<file path="src/hdl/ifdf_pkg.sv">
// Shared types and constants for the fixed-width decimal integer formatter.
// No dependencies.
package ifdf_pkg;

    localparam int unsigned NUM_BITS        = 32;
    localparam int unsigned NUM_DIGITS      = 10;
    localparam int unsigned BCD_BITS        = 4 * NUM_DIGITS;
    localparam int unsigned NUM_CELLS       = NUM_BITS;
    localparam logic [6:0]  MAX_FIELD_WIDTH = 7'd64;
    localparam logic [6:0]  RESET_WIDTH     = 7'd12;

    localparam logic [7:0] CH_STAR  = 8'h2A;
    localparam logic [7:0] CH_ZERO  = 8'h30;
    localparam logic [7:0] CH_MINUS = 8'h2D;
    localparam logic [7:0] CH_PLUS  = 8'h2B;
    localparam logic [7:0] CH_BLANK = 8'h20;

    typedef enum logic [1:0] {
        REG_FIELD_WIDTH = 2'd0,
        REG_MIN_DIGITS  = 2'd1,
        REG_FORCE_PLUS  = 2'd2,
        REG_UNUSED      = 2'd3
    } t_reg_index;

    typedef struct packed {
        logic [NUM_BITS-1:0] bin;
        logic [BCD_BITS-1:0] bcd;
        logic                neg;
    } t_cell_data;

    typedef struct packed {
        logic [6:0] field_width;
        logic [6:0] min_digits;
        logic       force_plus;
    } t_config;

endpackage

</file>
<file path="src/hdl/ifdf_dabble_cell.sv">
// One shift-and-add-3 cell of the binary to BCD converter chain.
// Depends on ifdf_pkg.
module ifdf_dabble_cell (
    input  logic                i_clk,
    input  logic                i_rst_n,
    input  logic                i_valid,
    input  ifdf_pkg::t_cell_data i_data,
    output logic                o_ready,
    output logic                o_valid,
    output ifdf_pkg::t_cell_data o_data,
    input  logic                i_ready
);

    logic                 r_valid;
    ifdf_pkg::t_cell_data r_data;
    ifdf_pkg::t_cell_data n_data;
    logic [ifdf_pkg::BCD_BITS-1:0] w_adj;

    assign o_ready = !r_valid || i_ready;
    assign o_valid = r_valid;
    assign o_data  = r_data;

    always_comb begin
        for (int d = 0; d < ifdf_pkg::NUM_DIGITS; d++) begin
            if (i_data.bcd[4*d +: 4] >= 4'd5) begin
                w_adj[4*d +: 4] = i_data.bcd[4*d +: 4] + 4'd3;
            end else begin
                w_adj[4*d +: 4] = i_data.bcd[4*d +: 4];
            end
        end
        n_data.bcd = {w_adj[ifdf_pkg::BCD_BITS-2:0], i_data.bin[ifdf_pkg::NUM_BITS-1]};
        n_data.bin = {i_data.bin[ifdf_pkg::NUM_BITS-2:0], 1'b0};
        n_data.neg = i_data.neg;
    end

    always_ff @(posedge i_clk) begin
        if (!i_rst_n) begin
            r_valid <= 1'b0;
        end else if (o_ready) begin
            r_valid <= i_valid;
        end
    end

    always_ff @(posedge i_clk) begin
        if (o_ready && i_valid) begin
            r_data <= n_data;
        end
    end

endmodule

</file>
<file path="src/hdl/ifdf_serializer.sv">
// Lays out one converted value as a right-aligned field and sends it one
// character per transfer. Depends on ifdf_pkg.
module ifdf_serializer (
    input  logic                 i_clk,
    input  logic                 i_rst_n,
    input  ifdf_pkg::t_config    i_cfg,
    input  logic                 i_valid,
    input  ifdf_pkg::t_cell_data i_data,
    output logic                 o_ready,
    output logic                 o_valid,
    output logic [7:0]           o_character,
    output logic                 o_last,
    input  logic                 i_stall
);

    logic       r_busy;
    logic [ifdf_pkg::BCD_BITS-1:0] r_bcd;
    logic [6:0] r_w;
    logic [6:0] r_blank;
    logic       r_sign;
    logic       r_neg;
    logic       r_star;
    logic [5:0] r_pos;
    logic       r_out_valid;
    logic [7:0] r_out_char;
    logic       r_out_last;

    logic       w_adv;
    logic       w_final;
    logic       w_load;
    logic [3:0] w_ndig;
    logic [6:0] w_width;
    logic       w_sign;
    logic [6:0] w_zeros;
    logic [7:0] w_need;
    logic [6:0] w_k;
    logic [6:0] w_pos_ext;
    logic [7:0] n_char;

    assign w_adv   = !r_out_valid || !i_stall;
    assign w_final = r_busy && w_adv && (w_pos_ext == r_w - 7'd1);
    assign o_ready = !r_busy || w_final;
    assign w_load  = o_ready && i_valid;

    assign o_valid     = r_out_valid;
    assign o_character = r_out_char;
    assign o_last      = r_out_last;
    assign w_pos_ext   = {1'b0, r_pos};

    always_comb begin
        w_ndig = 4'd1;
        for (int d = 0; d < ifdf_pkg::NUM_DIGITS; d++) begin
            if (i_data.bcd[4*d +: 4] != 4'd0) begin
                w_ndig = 4'(d + 1);
            end
        end
        w_width = (i_cfg.field_width > ifdf_pkg::MAX_FIELD_WIDTH) ?
                  ifdf_pkg::MAX_FIELD_WIDTH : i_cfg.field_width;
        w_sign  = i_data.neg || i_cfg.force_plus;
        w_zeros = (i_cfg.min_digits > {3'd0, w_ndig}) ?
                  (i_cfg.min_digits - {3'd0, w_ndig}) : 7'd0;
        w_need  = {4'd0, w_ndig} + {7'd0, w_sign} + {1'b0, w_zeros};
    end

    always_comb begin
        w_k = r_w - 7'd1 - w_pos_ext;
        if (r_star) begin
            n_char = ifdf_pkg::CH_STAR;
        end else if (w_pos_ext < r_blank) begin
            n_char = ifdf_pkg::CH_BLANK;
        end else if (r_sign && (w_pos_ext == r_blank)) begin
            n_char = r_neg ? ifdf_pkg::CH_MINUS : ifdf_pkg::CH_PLUS;
        end else if (w_k < 7'(ifdf_pkg::NUM_DIGITS)) begin
            n_char = ifdf_pkg::CH_ZERO + {4'd0, r_bcd[4*w_k[3:0] +: 4]};
        end else begin
            n_char = ifdf_pkg::CH_ZERO;
        end
    end

    always_ff @(posedge i_clk) begin
        if (!i_rst_n) begin
            r_busy      <= 1'b0;
            r_out_valid <= 1'b0;
            r_pos       <= 6'd0;
        end else begin
            if (w_adv) begin
                r_out_valid <= r_busy;
            end
            if (w_load) begin
                r_busy <= (w_width != 7'd0);
                r_pos  <= 6'd0;
            end else if (w_final) begin
                r_busy <= 1'b0;
            end else if (r_busy && w_adv) begin
                r_pos <= r_pos + 6'd1;
            end
        end
    end

    always_ff @(posedge i_clk) begin
        if (w_adv && r_busy) begin
            r_out_char <= n_char;
            r_out_last <= (w_pos_ext == r_w - 7'd1);
        end
        if (w_load) begin
            r_bcd   <= i_data.bcd;
            r_w     <= w_width;
            r_star  <= (w_need > {1'b0, w_width});
            r_blank <= w_width - w_need[6:0];
            r_sign  <= w_sign;
            r_neg   <= i_data.neg;
        end
    end

endmodule

</file>
<file path="src/hdl/integer_fixed_width_decimal_formatter.sv">
// Top level of the fixed-width decimal integer formatter: APB registers,
// converter cell chain and character serializer. Depends on ifdf_pkg,
// ifdf_dabble_cell and ifdf_serializer.
//
// Input channel: i_valid / o_stall carry one signed 32-bit i_number per transfer.
// Output channel: o_valid / i_stall carry one ASCII o_character per transfer,
// left to right, with o_last on the final character of each field.
// Each value gives exactly field_width characters (64 at most, none for zero).
// The path from input transfer to the first character runs through the 32 cells
// of the shift-and-add-3 chain, the serializer load and the output register.
// Throughput is one character per cycle while the receiver does not stall; the
// serializer emitting one character per cycle sets that figure.
// The cell chain holds up to 32 values in flight and takes a new one every
// cycle while it has room.
// When the receiver stalls, the output register holds its character and the
// chain fills, then o_stall rises. Reset empties the chain and the
// serializer and sets field_width 12, min_digits 0, force_plus 0.
// Registers must be written only while no value is in flight; the block does not enforce it.
module integer_fixed_width_decimal_formatter (
    input  logic        i_clk,
    input  logic        i_rst_n,
    input  logic        psel,
    input  logic        penable,
    input  logic        pwrite,
    input  logic [3:0]  paddr,
    input  logic [31:0] pwdata,
    output logic [31:0] prdata,
    output logic        pready,
    input  logic        i_valid,
    output logic        o_stall,
    input  logic signed [31:0] i_number,
    output logic        o_valid,
    input  logic        i_stall,
    output logic [7:0]  o_character,
    output logic        o_last
);

    ifdf_pkg::t_config    r_cfg;
    ifdf_pkg::t_reg_index w_index;
    ifdf_pkg::t_cell_data w_first;

    logic                 w_valid [ifdf_pkg::NUM_CELLS+1];
    logic                 w_ready [ifdf_pkg::NUM_CELLS+1];
    ifdf_pkg::t_cell_data w_data  [ifdf_pkg::NUM_CELLS+1];

    assign pready  = 1'b1;
    assign w_index = ifdf_pkg::t_reg_index'(paddr[3:2]);

    always_ff @(posedge i_clk) begin
        if (!i_rst_n) begin
            r_cfg.field_width <= ifdf_pkg::RESET_WIDTH;
            r_cfg.min_digits  <= 7'd0;
            r_cfg.force_plus  <= 1'b0;
        end else if (psel && penable && pwrite) begin
            unique case (w_index)
                ifdf_pkg::REG_FIELD_WIDTH: r_cfg.field_width <= pwdata[6:0];
                ifdf_pkg::REG_MIN_DIGITS:  r_cfg.min_digits  <= pwdata[6:0];
                ifdf_pkg::REG_FORCE_PLUS:  r_cfg.force_plus  <= pwdata[0];
                default: ;
            endcase
        end
    end

    always_comb begin
        unique case (w_index)
            ifdf_pkg::REG_FIELD_WIDTH: prdata = {25'd0, r_cfg.field_width};
            ifdf_pkg::REG_MIN_DIGITS:  prdata = {25'd0, r_cfg.min_digits};
            ifdf_pkg::REG_FORCE_PLUS:  prdata = {31'd0, r_cfg.force_plus};
            default:                   prdata = 32'd0;
        endcase
    end

    always_comb begin
        w_first.neg = i_number[31];
        w_first.bin = i_number[31] ? (32'd0 - i_number) : i_number;
        w_first.bcd = '0;
    end

    assign w_valid[0] = i_valid;
    assign w_data[0]  = w_first;
    assign o_stall    = !w_ready[0];

    for (genvar k = 0; k < ifdf_pkg::NUM_CELLS; k++) begin : g_cell
        ifdf_dabble_cell u_cell (
            .i_clk   (i_clk),
            .i_rst_n (i_rst_n),
            .i_valid (w_valid[k]),
            .i_data  (w_data[k]),
            .o_ready (w_ready[k]),
            .o_valid (w_valid[k+1]),
            .o_data  (w_data[k+1]),
            .i_ready (w_ready[k+1])
        );
    end

    ifdf_serializer u_serializer (
        .i_clk       (i_clk),
        .i_rst_n     (i_rst_n),
        .i_cfg       (r_cfg),
        .i_valid     (w_valid[ifdf_pkg::NUM_CELLS]),
        .i_data      (w_data[ifdf_pkg::NUM_CELLS]),
        .o_ready     (w_ready[ifdf_pkg::NUM_CELLS]),
        .o_valid     (o_valid),
        .o_character (o_character),
        .o_last      (o_last),
        .i_stall     (i_stall)
    );

endmodule

</file>
<file path="config.mk">
export PLATFORM = sky130hd
export DESIGN_NAME = integer_fixed_width_decimal_formatter
export DESIGN_NICKNAME = d
export VERILOG_FILES = /design/src/hdl/ifdf_pkg.sv /design/src/hdl/ifdf_dabble_cell.sv /design/src/hdl/ifdf_serializer.sv /design/src/hdl/integer_fixed_width_decimal_formatter.sv
export SDC_FILE = /design/constraint.sdc
export NUM_CORES = 2
export LEC_CHECK = 0
export BUFFER_PORTS_ARGS = -buffer_cell sky130_fd_sc_hd__buf_2
export CORE_MARGIN = 2
export CORE_UTILIZATION = 50
export DETAILED_ROUTE_END_ITERATION = 12
export HOLD_SLACK_MARGIN = 0.1
export MAX_ROUTING_LAYER = met4
export PLACE_DENSITY_LB_ADDON = 0.1
export SLEW_MARGIN = 10
export SYNTH_ARGS = -nofsm -noshare
export SYNTH_HDL_FRONTEND = slang
export SYNTH_SLANG_ARGS = --single-unit
</file>
<file path="constraint.sdc">
create_clock -name i_clk -period 8.1 [get_ports i_clk]
set_input_delay 0.81 -clock i_clk [delete_from_list [all_inputs] [get_ports i_clk]]
set_output_delay 0.81 -clock i_clk [all_outputs]
set_load 0.02 [all_outputs]
</file>
==> results.cfg <==
[clock_tree]
h-tree-depth = 4
clock_latency_ns = 0.73
clock-sinks = 1326
cts_tree = built
clk_path_buf_depth = 3
clk_pin_slew_ns = 0.06
post_cts.repair.setup_buffers = 0
clockRootBuffer = clkbuf_16
cts_resized = 0
numCtsBuffers = 141
hold_buffers = 0

[critical_path]
ff2ff_setup_slack_ns = 1.92
critPathTopFamily = compound AO/OA/AOI/OAI gates
cp-start-kind = flop
r2r-start = g_cell[31].u_cell.o_data[14]
slowest_stage = a211oi_1
worst_ep_required_time_ns = 8.55
arrival_ns = 6.62
r2r_cells = 25
max_stage_delay_ns = 0.52
critPathKind = reg2reg
crit_path_max_fanout = 5
crit_top_cell = a21oi_1
cp_num_buf_inv = 1
rr_endpoint = u_serializer.r_star
end_kind = flop

[synth]
synth_top_area_frac = 0.650
yosys_warnings = 0
postSynthCellCount = 4430
synth_edf_count = 1271
netlist_area_mm2 = 0.0587
synth-seq-cells = 1326
syn_avg_cell_area_um2 = 13.3
synth_top_area_cell = edfxtp_1
synth.distinct_cells = 65
synth_area_leaders = edfxtp_1, ha_1, nand2_1
ys_async_sr_fraction = 0
ys_seq_area_frac = 0.669
synth_ff_type = edfxtp_1

[finish]
nNetsFinal = 5077
final_cells = 6282
area_growth_pct = 11.8
drive_gt1_frac = 0.0702

[global_route]
grt_max_degree = 61
antenna_found_initial = 3
grt_pass1_wl_mm = 149
grt_pass1_vias = 30700
gr-total-overflow = 0
groute.usage.overall = 0.157

[place]
hpwl_mm = 61.8
dp_cells = 6020
gp_congestion = 0.790
pre_cts_ws_ns = 1.86
port_buffers = 62

[sta]
fin_ws_ns = 1.92
rsz0062_at_grt = no
finalCriticalPeriod_ns = 6.18
fin_skew_ns = 0.0294
relSlewSlack = 0.219
worst_pin_slew_ns = 1.17
setup-tns-final_ns = 0
max_freq_ghz = 0.162
setup_viol = 0
hold_viol_final = 0
period_share = 0.762
slew_violations = 0

[drt]
antenna_left = 0
wl_per_cell_um = 14.3
drt_iter0_drc = 1791
drt_drc_violations_left = 0
postRouteWirelength_mm = 89.7
routedLengthMet1_mm = 39.6
route.met3.wl_mm = 2.85
wl_met2_mm = 44.8
vias_per_cell = 4.99
first_pass_iters = 5
vias = 31400
highest_layer = met4

[die]
coreArea_mm2 = 0.116
top_level_ports = 119
die_area_mm2 = 0.120
initial_core_util = 0.505
num_rows = 125
die_x_um = 347
die_h_um = 347

[min_path]
hold_path.class = in2reg
whs_endpoint = g_cell[0].u_cell.o_data[42]
min_path_cells = 1
hp-start = i_number[0]

[power_and_ir_drop]
p_per_area_mw_per_mm2 = 210
ir_worst_vdd_v = 0.000194
p_leak_uw = 0.0247

[flow_run]
maxCapViolations = 0

[run_status]
status = complete, no violations
## worst max-delay path by stage
stage | from | endpoint | slack [ns] | cells after the start
2_1_floorplan | u_serializer.r_w[0] | g_cell[28].u_cell.o_data[0] | 2.24 | 10
3_3_place_gp | g_cell[31].u_cell.o_data[14] | u_serializer.r_star | 1.98 | 25
3_5_place_dp | g_cell[31].u_cell.o_data[14] | u_serializer.r_star | 1.86 | 25
4_1_cts | g_cell[31].u_cell.o_data[14] | u_serializer.r_star | 1.81 | 25
5_1_grt | g_cell[31].u_cell.o_data[13] | u_serializer.r_star | 1.41 | 25
6_report | g_cell[31].u_cell.o_data[14] | u_serializer.r_star | 1.92 | 25
## cell families (layout without fill, tap and decap cells)
logic type	Yosys count	count (layout)	synth area share
xor gates and xnor gates	206	206	0.0307
adders and majority gates	363	363	0.0779
other	2	32	0.000128
and+or+nand+nor	1316	1316	0.104
AOI/OAI and AO/OA	617	617	0.0579
DFF	1326	1326	0.669
muxes	182	182	0.0324
buffers and inverters	418	716	0.0286
## cell usage after synthesis, types with 28 or more instances
cell type / count
dfxtp_1: 55
nor2_1: 210
edfxtp_1: 1271
inv_1: 369
o21ai_0: 337
buf_4: 29
nand2_1: 666
a21oi_1: 178
ha_1: 359
xnor2_1: 197
nand3_1: 28
nor2b_1: 31
nand2b_1: 293
mux2i_1: 173
## stage by stage
step           cell area, um2  utilization  hold WS, ns  total power, uW
4_1_cts                 65700        0.564        0.244            14000
2_1_floorplan           58800            -        0.400             7730
6_report                65700        0.564        0.310            13800
5_1_grt                 65700        0.564        0.266            14300
3_3_place_gp            61200        0.526        0.400             7760
3_5_place_dp            61200        0.526        0.405             7770
## cell type report
class | count | area (um2)
clock buffer | 184 | 3790
sequential | 1326 | 39300
fill | 9388 | 50700
timing repair buffer | 87 | 498
antenna | 2 | 5.00
multi-input combinational | 2714 | 18100
inverter | 369 | 1390
clock inverter | 76 | 677
tap | 1524 | 1910
## report_power, final
part | leakage (uW) | internal (uW) | total (uW) | switching, uW
Combinational | 0.0106 | 44.5 | 122 | 77.8
Sequential | 0.0120 | 7480 | 7500 | 17.0
Clock | 0.00216 | 3580 | 6160 | 2580
Total | 0.0247 | 11100 | 13800 | 2670
## state kept, by name, indices dropped and copies added, names as in the netlist, 5 cells and up
| register | cells |
|---|---|
| r_cfg | 15 |
| u_serializer.r_blank | 7 |
| u_serializer.o_character | 5 |
| u_serializer.r_w | 7 |
| g_cell.u_cell.o_valid | 32 |
| g_cell.u_cell.o_data | 1208 |
| u_serializer.r_pos | 6 |
| u_serializer.r_bcd | 40 |
## routing by layer
layer  vias up  GRT usage
met1     14800      0.189
met2       359      0.267
met5         -          -
met3       178     0.0269
li1      16000          -
met4         0     0.0554
## placed cells by master, fill, tap and decap left out, types with 7 or more instances in the layout
cell type  count
o22a_1        10
a21boi_4      11
buf_2         62
clkinv_1      33
conb_1        30
and2_1         9
nand4_1        7
o21a_1        19
nand2b_1     293
o21ai_0      337
bufinv_16      8
mux2i_1      173
nor2b_4       11
clkbuf_16    144
and3_1        13
nor3_1         8
buf_4         25
inv_1        369
nand2_1      666
xor2_1         9
nor2_1       209
nor2b_1       18
nand3_1       28
edfxtp_1    1271
o31ai_1       11
nor4_1        14
ha_1         359
a21boi_0      11
xnor2_1      197
clkinv_2      16
dfxtp_1       55
or4_1          9
clkbuf_1      36
a21oi_1      177
Note: power is estimated with default switching activity, not from simulation.
